### src/sv/scfp_pkg.sv
// Package for the serial command frame parser.
// Holds the shared types, command words and byte constants.
// No dependencies.
package scfp_pkg;

  localparam int unsigned DEF_DATA_DEPTH = 24;
  localparam int unsigned MAX_RESULTS    = 32;
  localparam int unsigned KEY_STEPS      = 10;

  localparam logic [31:0] WORD_KEY  = "KEY ";
  localparam logic [31:0] WORD_LCD  = "LCD ";
  localparam logic [31:0] WORD_LCDC = "LCDC";
  localparam logic [31:0] WORD_LED  = "LED ";
  localparam logic [31:0] WORD_LOOP = "LOOP";

  localparam logic [7:0] PRINT_LO   = 8'h20;
  localparam logic [7:0] PRINT_HI   = 8'h7f;
  localparam logic [7:0] ASCII_ZERO = 8'h30;
  localparam logic [7:0] ASCII_TWO  = 8'h32;

  localparam logic [1:0] KIND_TX     = 2'd0;
  localparam logic [1:0] KIND_LCD    = 2'd1;
  localparam logic [1:0] KIND_CURSOR = 2'd2;
  localparam logic [1:0] KIND_LED    = 2'd3;

  typedef enum logic [1:0] {
    PM_IDLE = 2'd0,
    PM_CMD  = 2'd1,
    PM_DATA = 2'd2
  } pmode_e;

  typedef enum logic [3:0] {
    ST_IDLE,
    ST_KEY,
    ST_FETCH,
    ST_LCD,
    ST_CURSOR,
    ST_LED,
    ST_LOOP_CMD,
    ST_LOOP_DATA,
    ST_LOOP_PAD
  } seq_e;

  // Byte idx of a four-character word, first character at idx 0.
  function automatic logic [7:0] word_byte(input logic [31:0] w, input logic [1:0] idx);
    logic [7:0] b;
    case (idx)
      2'd0:    b = w[31:24];
      2'd1:    b = w[23:16];
      2'd2:    b = w[15:8];
      default: b = w[7:0];
    endcase
    return b;
  endfunction

  function automatic logic is_printable(input logic [7:0] v);
    return (v >= PRINT_LO) && (v < PRINT_HI);
  endfunction

endpackage

### src/sv/scfp_ram.sv
// Generic single-port-write, single-port-read RAM with registered read data.
// No dependencies.
module scfp_ram #(
  parameter int unsigned WIDTH = 8,
  parameter int unsigned DEPTH = 25,
  localparam int unsigned AW = (DEPTH > 1) ? $clog2(DEPTH) : 1
) (
  input  logic             clk_i,
  input  logic             we_i,
  input  logic [AW-1:0]    waddr_i,
  input  logic [WIDTH-1:0] wdata_i,
  input  logic [AW-1:0]    raddr_i,
  output logic [WIDTH-1:0] rdata_o
);

  logic [WIDTH-1:0] mem_q [DEPTH];
  logic [WIDTH-1:0] rdata_q;

  always_ff @(posedge clk_i) begin
    if (we_i) begin
      mem_q[waddr_i] <= wdata_i;
    end
    rdata_q <= mem_q[raddr_i];
  end

  assign rdata_o = rdata_q;

endmodule

### src/sv/serial_command_frame_parser_core.sv
// Serial command frame parser: assembles command frames from serial bytes and
// plays out the replies. Uses scfp_pkg and scfp_ram for the data buffer.
// Flow: a key event enters the key state, a closing zero enters the fetch
//   state, which reads three buffer bytes into the argument registers; each
//   result loads once the output is free, buffer bytes once read data settles.
// Throughput: one result per cycle while the output is taken; a run holds the
//   input off until its last result is registered (up to 32 results).
// Reset: control state and buffer valid bits clear at once; unwritten buffer
//   entries read as zero, so no clearing pass is needed.
module serial_command_frame_parser_core
  import scfp_pkg::*;
#(
  parameter int unsigned DATA_DEPTH = DEF_DATA_DEPTH
) (
  input  logic       clk_i,
  input  logic       rst_ni,
  input  logic       in_valid_i,
  output logic       in_ready_o,
  input  logic       op_i,
  input  logic [7:0] code_byte_i,
  output logic       out_valid_o,
  input  logic       out_ready_i,
  output logic [1:0] kind_o,
  output logic [7:0] value_byte_o,
  output logic [7:0] arg_a_o,
  output logic [7:0] arg_b_o,
  output logic [7:0] arg_c_o,
  output logic       last_o
);

  localparam int unsigned MEM_DEPTH = DATA_DEPTH + 1;
  localparam int unsigned AW        = $clog2(MEM_DEPTH);
  localparam int unsigned RCW       = $clog2(MAX_RESULTS);
  localparam logic [AW-1:0]  LAST_IDX  = AW'(DATA_DEPTH);
  localparam logic [AW-1:0]  LOOP_END  = AW'(DATA_DEPTH - 1);
  localparam logic [RCW-1:0] RC_LAST   = RCW'(MAX_RESULTS - 1);
  localparam logic [3:0]     KEY_LAST  = 4'(KEY_STEPS - 1);

  // Parser state
  pmode_e        mode_q, mode_d;
  logic [2:0]    cmd_cnt_q, cmd_cnt_d;
  logic [AW-1:0] data_cnt_q, data_cnt_d;
  logic [7:0]    cmd_q [4];
  logic [7:0]    cmd_d [4];
  logic [7:0]    key_q, key_d;

  // Sequencer state
  seq_e           state_q, state_d;
  logic [3:0]     step_q, step_d;
  logic [AW-1:0]  idx_q, idx_d;
  logic [1:0]     fc_q, fc_d;
  logic [RCW-1:0] rc_q, rc_d;
  logic [7:0]     a0_q, a0_d, a1_q, a1_d, a2_q, a2_d;
  logic           rdv_q;

  // Buffer
  logic              ram_we;
  logic [AW-1:0]     ram_waddr, ram_raddr;
  logic [7:0]        ram_wdata, ram_rdata, rdata_m;
  logic [MEM_DEPTH-1:0] vld_q;
  logic              rvld_q;

  // Output register
  logic       out_vld_q;
  logic [1:0] out_kind_q;
  logic [7:0] out_val_q, out_a_q, out_b_q, out_c_q;
  logic       out_last_q;

  logic       acc, start_key, start_frame;
  logic       out_free, ld, nat_last, res_last, mem_adv;
  logic [1:0] o_kind;
  logic [7:0] o_val, o_a, o_b, o_c;
  logic [31:0] cmd_word;

  assign in_ready_o = (state_q == ST_IDLE);
  assign acc        = in_valid_i && in_ready_o;
  assign out_free   = !out_vld_q || out_ready_i;
  assign cmd_word   = {cmd_q[0], cmd_q[1], cmd_q[2], cmd_q[3]};
  assign rdata_m    = rvld_q ? ram_rdata : 8'h00;

  // Frame parser
  always_comb begin
    mode_d      = mode_q;
    cmd_cnt_d   = cmd_cnt_q;
    data_cnt_d  = data_cnt_q;
    cmd_d       = cmd_q;
    key_d       = key_q;
    ram_we      = 1'b0;
    ram_waddr   = data_cnt_q;
    ram_wdata   = code_byte_i;
    start_key   = 1'b0;
    start_frame = 1'b0;
    if (acc && op_i) begin
      if (code_byte_i != 8'h00) begin
        start_key = 1'b1;
        key_d     = code_byte_i;
      end
    end else if (acc) begin
      case (mode_q)
        PM_CMD: begin
          if (cmd_cnt_q < 3'd4) begin
            if (is_printable(code_byte_i)) begin
              cmd_d[cmd_cnt_q[1:0]] = code_byte_i;
              cmd_cnt_d             = cmd_cnt_q + 3'd1;
            end else begin
              mode_d = PM_IDLE;
            end
          end else if (code_byte_i != 8'h00) begin
            mode_d     = PM_DATA;
            ram_we     = 1'b1;
            ram_waddr  = '0;
            data_cnt_d = AW'(1);
          end else begin
            mode_d = PM_IDLE;
          end
        end
        PM_DATA: begin
          if (code_byte_i != 8'h00) begin
            if (data_cnt_q < LAST_IDX) begin
              ram_we     = 1'b1;
              data_cnt_d = data_cnt_q + 1'b1;
            end
          end else begin
            ram_we      = 1'b1;
            ram_wdata   = 8'h00;
            start_frame = 1'b1;
            mode_d      = PM_IDLE;
          end
        end
        default: begin
          if (is_printable(code_byte_i)) begin
            mode_d    = PM_CMD;
            cmd_d[0]  = code_byte_i;
            cmd_cnt_d = 3'd1;
          end
        end
      endcase
    end
  end

  // Reply sequencer
  always_comb begin
    state_d  = state_q;
    step_d   = step_q;
    idx_d    = idx_q;
    fc_d     = fc_q;
    rc_d     = rc_q;
    a0_d     = a0_q;
    a1_d     = a1_q;
    a2_d     = a2_q;
    ld       = 1'b0;
    nat_last = 1'b0;
    o_kind   = KIND_TX;
    o_val    = 8'h00;
    o_a      = 8'h00;
    o_b      = 8'h00;
    o_c      = 8'h00;
    case (state_q)
      ST_IDLE: begin
        rc_d = '0;
        if (start_key) begin
          state_d = ST_KEY;
          step_d  = '0;
        end else if (start_frame) begin
          state_d = ST_FETCH;
          fc_d    = '0;
        end
      end
      ST_KEY: begin
        if (out_free) begin
          ld = 1'b1;
          if (step_q < 4'd4) begin
            o_val = word_byte(WORD_KEY, step_q[1:0]);
          end else if (step_q == 4'd4) begin
            o_val = key_q;
          end
          nat_last = (step_q == KEY_LAST);
          step_d   = step_q + 4'd1;
        end
      end
      ST_FETCH: begin
        fc_d = fc_q + 2'd1;
        case (fc_q)
          2'd1: a0_d = rdata_m;
          2'd2: a1_d = rdata_m;
          2'd3: begin
            a2_d = rdata_m;
            if (cmd_word == WORD_LCD) begin
              state_d = ST_LCD;
              idx_d   = AW'(1);
            end else if (cmd_word == WORD_LCDC) begin
              state_d = ST_CURSOR;
            end else if (cmd_word == WORD_LED) begin
              if (a1_q >= ASCII_ZERO && a1_q <= ASCII_TWO) begin
                state_d = ST_LED;
              end else begin
                state_d = ST_IDLE;
              end
            end else if (cmd_word == WORD_LOOP) begin
              state_d = ST_LOOP_CMD;
              step_d  = '0;
              idx_d   = '0;
            end else begin
              state_d = ST_IDLE;
            end
          end
          default: ;
        endcase
      end
      ST_LCD: begin
        if (out_free && rdv_q) begin
          ld       = 1'b1;
          o_kind   = KIND_LCD;
          o_val    = rdata_m;
          o_a      = a0_q - ASCII_ZERO;
          nat_last = (rdata_m == 8'h00) || (idx_q == LAST_IDX);
          idx_d    = idx_q + 1'b1;
        end
      end
      ST_CURSOR: begin
        if (out_free) begin
          ld       = 1'b1;
          o_kind   = KIND_CURSOR;
          o_a      = a0_q - ASCII_ZERO;
          o_b      = a1_q - ASCII_ZERO;
          o_c      = a2_q - ASCII_ZERO;
          nat_last = 1'b1;
        end
      end
      ST_LED: begin
        if (out_free) begin
          ld       = 1'b1;
          o_kind   = KIND_LED;
          o_a      = a0_q - ASCII_ZERO;
          o_b      = a1_q - ASCII_ZERO;
          nat_last = 1'b1;
        end
      end
      ST_LOOP_CMD: begin
        if (out_free) begin
          ld     = 1'b1;
          o_val  = cmd_q[step_q[1:0]];
          step_d = step_q + 4'd1;
          if (step_q == 4'd3) begin
            state_d = ST_LOOP_DATA;
          end
        end
      end
      ST_LOOP_DATA: begin
        if (out_free && rdv_q) begin
          ld    = 1'b1;
          o_val = rdata_m;
          idx_d = idx_q + 1'b1;
          if (rdata_m == 8'h00 || idx_q == LOOP_END) begin
            state_d = ST_LOOP_PAD;
            step_d  = '0;
          end
        end
      end
      ST_LOOP_PAD: begin
        if (out_free) begin
          ld       = 1'b1;
          nat_last = (step_q == 4'd3);
          step_d   = step_q + 4'd1;
        end
      end
      default: state_d = ST_IDLE;
    endcase
    if (ld) begin
      rc_d = rc_q + 1'b1;
    end
    if (ld && res_last) begin
      state_d = ST_IDLE;
    end
  end

  assign res_last = nat_last || (rc_q == RC_LAST);
  assign mem_adv  = ld && (state_q == ST_LCD || state_q == ST_LOOP_DATA)
                    && (idx_q != LAST_IDX);
  assign ram_raddr = (state_q == ST_FETCH) ? AW'(fc_q)
                   : (mem_adv ? idx_q + 1'b1 : idx_q);

  scfp_ram #(
    .WIDTH (8),
    .DEPTH (MEM_DEPTH)
  ) u_data_ram (
    .clk_i   (clk_i),
    .we_i    (ram_we),
    .waddr_i (ram_waddr),
    .wdata_i (ram_wdata),
    .raddr_i (ram_raddr),
    .rdata_o (ram_rdata)
  );

  always_ff @(posedge clk_i or negedge rst_ni) begin
    if (!rst_ni) begin
      mode_q     <= PM_IDLE;
      cmd_cnt_q  <= '0;
      data_cnt_q <= '0;
      cmd_q      <= '{default: 8'h00};
      state_q    <= ST_IDLE;
      step_q     <= '0;
      idx_q      <= '0;
      fc_q       <= '0;
      rc_q       <= '0;
      rdv_q      <= 1'b0;
      vld_q      <= '0;
      rvld_q     <= 1'b0;
      out_vld_q  <= 1'b0;
    end else begin
      mode_q     <= mode_d;
      cmd_cnt_q  <= cmd_cnt_d;
      data_cnt_q <= data_cnt_d;
      cmd_q      <= cmd_d;
      state_q    <= state_d;
      step_q     <= step_d;
      idx_q      <= idx_d;
      fc_q       <= fc_d;
      rc_q       <= rc_d;
      rdv_q      <= (state_d == state_q);
      rvld_q     <= vld_q[ram_raddr];
      if (ram_we) begin
        vld_q[ram_waddr] <= 1'b1;
      end
      if (ld) begin
        out_vld_q <= 1'b1;
      end else if (out_ready_i) begin
        out_vld_q <= 1'b0;
      end
    end
  end

  always_ff @(posedge clk_i) begin
    key_q <= key_d;
    a0_q  <= a0_d;
    a1_q  <= a1_d;
    a2_q  <= a2_d;
    if (ld) begin
      out_kind_q <= o_kind;
      out_val_q  <= o_val;
      out_a_q    <= o_a;
      out_b_q    <= o_b;
      out_c_q    <= o_c;
      out_last_q <= res_last;
    end
  end

  assign out_valid_o  = out_vld_q;
  assign kind_o       = out_kind_q;
  assign value_byte_o = out_val_q;
  assign arg_a_o      = out_a_q;
  assign arg_b_o      = out_b_q;
  assign arg_c_o      = out_c_q;
  assign last_o       = out_last_q;

  a_no_write_in_run: assert property (@(posedge clk_i) disable iff (!rst_ni)
    (state_q != ST_IDLE) |-> !ram_we)
    else $error("buffer written during a reply run");

  a_data_cnt_range: assert property (@(posedge clk_i) disable iff (!rst_ni)
    data_cnt_q <= LAST_IDX)
    else $error("data count beyond buffer");

  a_cmd_cnt_range: assert property (@(posedge clk_i) disable iff (!rst_ni)
    (mode_q == PM_CMD) |-> (cmd_cnt_q >= 3'd1 && cmd_cnt_q <= 3'd4))
    else $error("command count out of range in command mode");

  a_load_free: assert property (@(posedge clk_i) disable iff (!rst_ni)
    (ld && out_vld_q) |-> out_ready_i)
    else $error("output register overwritten before transaction");

endmodule

### config.mk
export PLATFORM = sky130hd
export DESIGN_NAME = serial_command_frame_parser_core
export DESIGN_NICKNAME = d
export VERILOG_FILES = /design/src/sv/scfp_pkg.sv /design/src/sv/scfp_ram.sv /design/src/sv/serial_command_frame_parser_core.sv
export SDC_FILE = /design/constraint.sdc
export NUM_CORES = 1
export LEC_CHECK = 0
export BUFFER_PORTS_ARGS = -buffer_cell sky130_fd_sc_hd__buf_2
export CAP_MARGIN = 20
export CORE_MARGIN = 2
export CORE_UTILIZATION = 45
export DETAILED_ROUTE_END_ITERATION = 12
export SLEW_MARGIN = 20
export SYNTH_ARGS = -nofsm -noshare
export SYNTH_HDL_FRONTEND = slang
export SYNTH_HIERARCHICAL = 1
export SYNTH_SLANG_ARGS = --single-unit
### constraint.sdc
create_clock -name clk_i -period 4.9 [get_ports clk_i]
set_input_delay 0.735 -clock clk_i [delete_from_list [all_inputs] [get_ports clk_i]]
set_output_delay 0.735 -clock clk_i [all_outputs]
set_load 0.005 [all_outputs]
* After elaboration in Yosys (flattened, before gate mapping)
Memory sizes are Yosys's and may differ from the RTL's. A register that Yosys moved wholly into a read port is not among the register bits.
Index checks and enable logic that the tools add are counted.
** Storage, ports and cells
- Bits in registers :: 157
- Memory bits (writable) :: 200
- Input port bits :: 13
- Output and inout bits :: 37
- Word-level logic and storage cells :: 262
- Memories :: 1
** Memory list
- u_data_ram.mem_q :: depth 25, bits a word 8, read ports 1, clocked after Yosys merged registers in 1, write ports 1, RTL line scfp_ram.sv:16 : logic [WIDTH-1:0] mem_q [DEPTH];
** Operators by class
- $add $sub $neg :: 9
- $lt $le $gt $ge :: 13
- Eq/ne operators :: 49
- Muxes and demuxes :: 114
- Bitwise operators :: 5
- Reductions and logical operators :: 45
** Operators by type and width (number)
- $eq 32x31->1 const B :: 4
- $mux 8 :: 16
- $mux 5 :: 19
- $mux 4 :: 20
- $mux 32 :: 2
- $bwmux 32 :: 1
- $pmux 8 s2 :: 2
- $ne 2x2->1 const B :: 13
- $or 25x25->25 :: 1
- $pmux 8 s3 :: 1
- $sub 8x6->8 const B :: 3
- $mux 1 :: 23
- $pmux 7 s3 :: 1
- $eq 4x3->1 const B :: 5
- $pmux 4 s5 :: 1
- $pmux 5 s2 :: 2
- $mux 2 :: 9
- $bmux 8 s2 :: 1
- $demux 8 s2 :: 1
- $ge 8x6->1 const B :: 2
- $pmux 4 s4 :: 1
- $add 5x1->5 const B :: 3
- $eq 5x5->1 const B :: 3
- $mux 3 :: 5
- other kinds (49) :: 96

* Logic depth before layout (Yosys ltp)
- Word-level depth :: 11
- Depth in mapped cells :: 14
- Mapped depth without buffers :: 10

* Modules after synthesis
Netlist, hierarchy kept.
** By module, submodules not included
- scfp_ram :: instances 1, cells each 460, area an instance 8097.8 um^2, seq. area each 6165.9 um^2
- serial_command_frame_parser_core :: instances 1, cells each 714, area an instance 7936.4 um^2, seq. area each 4264.1 um^2

* Worst setup path before layout
Ideal clock, no wire load.
- Kind :: input port to flip-flop
- Start point :: input code_byte_i[0]
- End point :: memory u_data_ram.mem_q[24][0], enable pin
- Library setup time :: 0.383 ns
- Arrival :: 3.097 ns
- Data required time :: 4.517 ns
- Slack :: 1.419 ns
- Stages :: 7
- Buffers on the path :: 1
- Cell sequence :: nor4_1 and2_1 o21ai_1 a211oi_1 or3b_2 clkbuf_1 nor3_1
** On the way
- Cells in the longest elaborated chain, start to end :: 8
- Elaborated cells between the ends (all ways) :: 14
- Those cells by class :: mux (13); reduce/logical (1)
** Ends and longest elaborated chain
- start: declaration :: RTL line serial_command_frame_parser_core.sv:20 : input logic [7:0] code_byte_i,
- $reduce_bool 8->1 (*) :: RTL line serial_command_frame_parser_core.sv:108, serial_command_frame_parser_core.sv:118
- $mux 1 :: RTL line serial_command_frame_parser_core.sv:108 : end else if (code_byte_i != 8'h00) begin
- $mux 1 :: RTL line serial_command_frame_parser_core.sv:101 : if (cmd_cnt_q < 3'd4) begin
- $pmux 1 s2 (*) :: RTL line serial_command_frame_parser_core.sv:99 : case (mode_q)
- $mux 1 (*) :: RTL line serial_command_frame_parser_core.sv:98 : end else if (acc) begin
- $mux 1 (*) :: RTL line serial_command_frame_parser_core.sv:93 : if (acc && op_i) begin
- via ram_we :: RTL line serial_command_frame_parser_core.sv:57 : logic ram_we;
- $mux 1 (*) :: RTL line scfp_ram.sv:20 : if (we_i) begin
- $mux 1 (not written as such) (*) :: RTL line scfp_ram.sv:21 : mem_q[waddr_i] <= wdata_i;
- end: declaration :: RTL line scfp_ram.sv:16
The timed path passes the listed nets; every way through them passes the cells marked *.

* Worst setup path in the final report
- Start point :: register state_q[0]
- End point :: memory u_data_ram.mem_q[9][6], enable pin
** On the way
- Elaborated cells between the ends (all ways) :: 9
- Those cells by class :: mux (6); reduce/logical (3)
** RTL lines
- start: declaration :: RTL line serial_command_frame_parser_core.sv:48 : seq_e state_q, state_d;
- start signal: assignment :: RTL line serial_command_frame_parser_core.sv:315 : state_q <= state_d;
- $logic_not 4->1 (*) :: RTL line serial_command_frame_parser_core.sv:75 : assign in_ready_o = (state_q == ST_IDLE);
- $logic_and 1x1->1 (*) :: RTL line serial_command_frame_parser_core.sv:76 : assign acc = in_valid_i && in_ready_o;
- $mux 5 or $logic_and 1x1->1 (tied branches) :: RTL line serial_command_frame_parser_core.sv:98, serial_command_frame_parser_core.sv:93
- $mux 5 (*) :: RTL line serial_command_frame_parser_core.sv:93
- via ram_waddr[2] :: RTL line serial_command_frame_parser_core.sv:58 : logic [AW-1:0] ram_waddr, ram_raddr;
Marks and branches as above.

==> metrics.md <==
| Metric | Value |
|---|---|
| Layout Nets | 1263 |
| RSZ-0062 raised after global routing | false |
| Final instance area | 18050 sq um |
| Placed Area | 16790 sq um |
| Largest net degree at the start of global routing | 82 |
| Final HPWL DP | 25.86 mm |
| Complex-gate fraction of the synthesized area | 7.975% |
| Synth unique cells | 78 |
| FF-to-FF Start | state_q[0] |
| Core ar. | 35310 sq um |
| Remaining Overflow, GRT | 0 |
| Power Density | 422.6 nW/um^2 |
| Max-slew violation count | 0 |
| Final Power | 7.630 mW |
| Worst Path Arrival | 4290 ps |
| Fill count | 3011 |
| Sw Share | 25.60% |
| Initial antenna violation count | 0 |
| Placement Rows | 69 |
| VDD IR max | 0.0003165 V |
| Reg-to-Reg End | u_data_ram/mem_q[9][6] |
| Worst-Margin Slew | 836.0 ps |
| Primary FF master, synth | edfxtp_1 |
| Post-synthesis register bit count | 365 |
| Syn Inst Count | 1174 |
| First DRT Iteration DRCs | 875 |
| Worst R2R Path Depth | 8 |
| Post-Synth XOR/XNOR Area | 0.3824% |
| Syn Area/Cell | 13.66 sq um |
| Largest family of logic cells by synthesized area | simple AND/OR/NAND/NOR gates |
| CTS Hold Bufs | 0 |
| Layout area overhead | 12.59% |
| Post-route ant nets | 0 |
| Per-cell routed wire length | 22.38 microns |
| Critical path peak fanout | 22 |
| Clock buffer depth | 3 |
| Clock latency on the worst-skew pair | 530 ps |
| Post-Syn Area | 16030 sq um |
| CP Launch Type | flip-flop |
| P_int | 5.677 mW |
| Gpl congestion | 0.8763 |
| Setup TNS | 0 ps |
| Port bufs | 49 |
| Crit end category | flip-flop |
| Max Cap Viol | 0 |
| Net Count, Synth | 1209 |
| P_sw | 1.953 mW |
| Hold WS | 264.9 ps |
| Register area share after synthesis | 65.05% |
| EDFF count, synth | 267 |
| Final Setup Violations | 0 |
| Die width | 192.8 microns |
| IO Pins | 50 |
| Flop-to-flop setup slack | 770 ps |
| Mux cell area share after synthesis | 10.53% |
| Final Hold Fails | 0 |
| Post_cts resized | 0 |
| Total number of H-tree levels | 2 |
| Adder-cell share of the synthesized area | 1.717% |
| Drt total wl | 38.43 mm |
| Sequential share of power | 50.1% |
| Total CTS buffers | 39 |
| DIE AREA | 37160 sq um |
| Critical path data required time | 5060 ps |
| Rel. slew slack | 44.06% |
| Worst hold path class | in2async |
| Diode count | 0 |
| Logic pwr share | 12.2% |
| CTS root buf | clkbuf_16 |
| Clock group share of total power | 37.7% |
| Synth warn | 6 |
| Global-route wire length before repair | 58.05 mm |
| Final Cycle Share | 84.20% |
| Remaining DRCs | 0 |
| Leak pwr | 6.629 nW |
| Crit path time final | 4126 ps |
| Max Freq | 242.4 MHz |
| CTS clk-pin slew, worst paths | 60 ps |
| Post-CTS Setup Repair Bufs | 0 |
| Status | finished clean |
| Starting density of the core | 45.41% |
| Clk_skew | 13.33 ps |
| CTS tree | yes |
| DR vias | 9890 |
| Total Routing Usage GR | 20.93% |
| Share of cells above drive strength 1 | 13.54% |
| Simple-Gate Fraction of Synth Area | 11.98% |
| Clock sink count | 365 |
| Async S/R FF share, synth | 24.66% |
| Vias per cell | 5.760 |
| Die H | 192.8 microns |
| CP Class | reg2reg |
| Vias in the first global route | 9691 |
| Drt first pass iters | 6 |
-- layout make-up --
cell class                      instances  area (sq um)  area share, %
Clock buffer                           47          1036          5.738
Clock inverter                         22         226.5          1.254
Inverter                               25         93.84         0.5198
Multi-Input combinational cell        722          5235          29.00
Sequential cell                       365         10430          57.77
Tap cell                              461         576.8          3.195
Timing Repair Buffer                   75         455.4          2.523
-- cells in the final DEF (no fill, tap or decap), drive strengths merged, types with 25 or more instances in the layout --
| cell type | n |
|---|---|
| mux2i | 90 |
| buf | 75 |
| o21ai | 39 |
| and2 | 34 |
| nor2 | 84 |
| edfxtp | 267 |
| inv | 25 |
| nand3 | 34 |
| dfrtp | 90 |
| a22oi | 25 |
| clkbuf | 47 |
| nand2 | 73 |
| mux2 | 31 |
| a21oi | 40 |
-- how the worst max path moves through the flow --
stage / from / cells past startpoint / to
2_1_floorplan: code_byte_i[0] / 7 / u_data_ram/mem_q[24][0]
3_3_place_gp: state_q[0] / 8 / u_data_ram/mem_q[10][0]
3_5_place_dp: state_q[0] / 8 / u_data_ram/mem_q[9][4]
4_1_cts: state_q[0] / 8 / u_data_ram/mem_q[9][6]
5_1_grt: state_q[0] / 8 / u_data_ram/mem_q[9][6]
6_report: state_q[0] / 8 / u_data_ram/mem_q[9][6]
-- metrics by stage --
step	cells	worst slack, ps	util, %
2_1_floorplan	1174	1419	-
5_1_grt	1717	534.8	51.13
3_3_place_gp	1648	1035	47.54
4_1_cts	1717	836.5	51.11
3_5_place_dp	1648	843.0	47.54
6_report	1717	774.4	51.13
-- power by group through the flow --
stage	Combinational, mW	Sequential [mW]	Clock [mW]
after floorplan	0.689	3.74	0
after global placement	0.912	3.87	0
after detailed placement	0.923	3.88	0
after CTS	0.932	3.82	2.93
after global routing	1.04	3.85	3.06
final	0.931	3.82	2.88
-- synthesized netlist by cell type, types with 4 or more instances --
cell / count / area [sq um]
a21o_1: 12 / 90.09
a221oi_1: 6 / 52.55
o21ai_1: 21 / 105.1
mux2_1: 28 / 315.3
mux2i_1: 90 / 900.9
nand3_1: 34 / 170.2
nand2_1: 73 / 274.0
ha_1: 22 / 275.3
clkbuf_1: 35 / 131.4
nor4_1: 8 / 50.05
buf_2: 6 / 30.03
and3_1: 13 / 81.33
nand2b_1: 12 / 75.07
a21oi_1: 40 / 200.2
xnor2_1: 4 / 35.03
inv_2: 6 / 22.52
o22ai_1: 6 / 37.54
a32oi_1: 9 / 78.83
o21ai_0: 17 / 85.08
and2_1: 33 / 206.5
or3_1: 8 / 50.05
buf_4: 5 / 37.54
nor3_1: 19 / 95.09
or4_1: 4 / 30.03
dfrtp_1: 90 / 2252
buf_1: 10 / 37.54
o21bai_1: 18 / 135.1
dfxtp_1: 8 / 160.2
nor2_1: 83 / 311.6
or3b_2: 4 / 35.03
inv_1: 19 / 71.32
mux4_2: 16 / 360.4
a211oi_1: 6 / 45.04
nor2b_1: 17 / 106.4
o211ai_1: 6 / 45.04
nand3b_1: 10 / 75.07
nand4b_1: 6 / 52.55
a22oi_1: 25 / 187.7
nand4_1: 9 / 56.30
edfxtp_1: 267 / 8018
-- cells by family after synthesis --
logic type,after synthesis
flip-flops,365
XOR/XNOR,7
adder cells (fa/ha/maj),22
AND/OR/NAND/NOR,361
AO/OA/AOI/OAI,192
buffers and inverters,87
multiplexers,140
-- metal layers --
metal	wire length (microns)	vias up	global-route usage, %
met2	18390	338	34.42
met1	16350	4897	28.37
met3	2234	88	2.600
met4	1456	0	8.250
li1	-	4567	-
met5	0	-	0
-- registers in the layout, summed over array words and instances (netlist names), 3 cells and up --
name                count
value_byte_o            8
a2_q                    8
state_q                 4
u_data_ram/mem_q      200
a1_q                    8
step_q                  4
u_data_ram/rdata_o      8
arg_b_o                 8
rc_q                    5
cmd_cnt_q               3
cmd_q                  32
vld_q                  25
arg_c_o                 8
key_q                   8
data_cnt_q              5
a0_q                    8
arg_a_o                 8
idx_q                   5
-- critical path, stage by stage (launching register included) --
cell and delay [ps]:
dfrtp_1 620, nor3_1 390, nand2_1 280, inv_2 150, nand2_1 130, nor2_1 650
nor2b_1 350, or3b_2 620, nor2_1 560
Note: power is estimated with default switching activity, not from simulation.
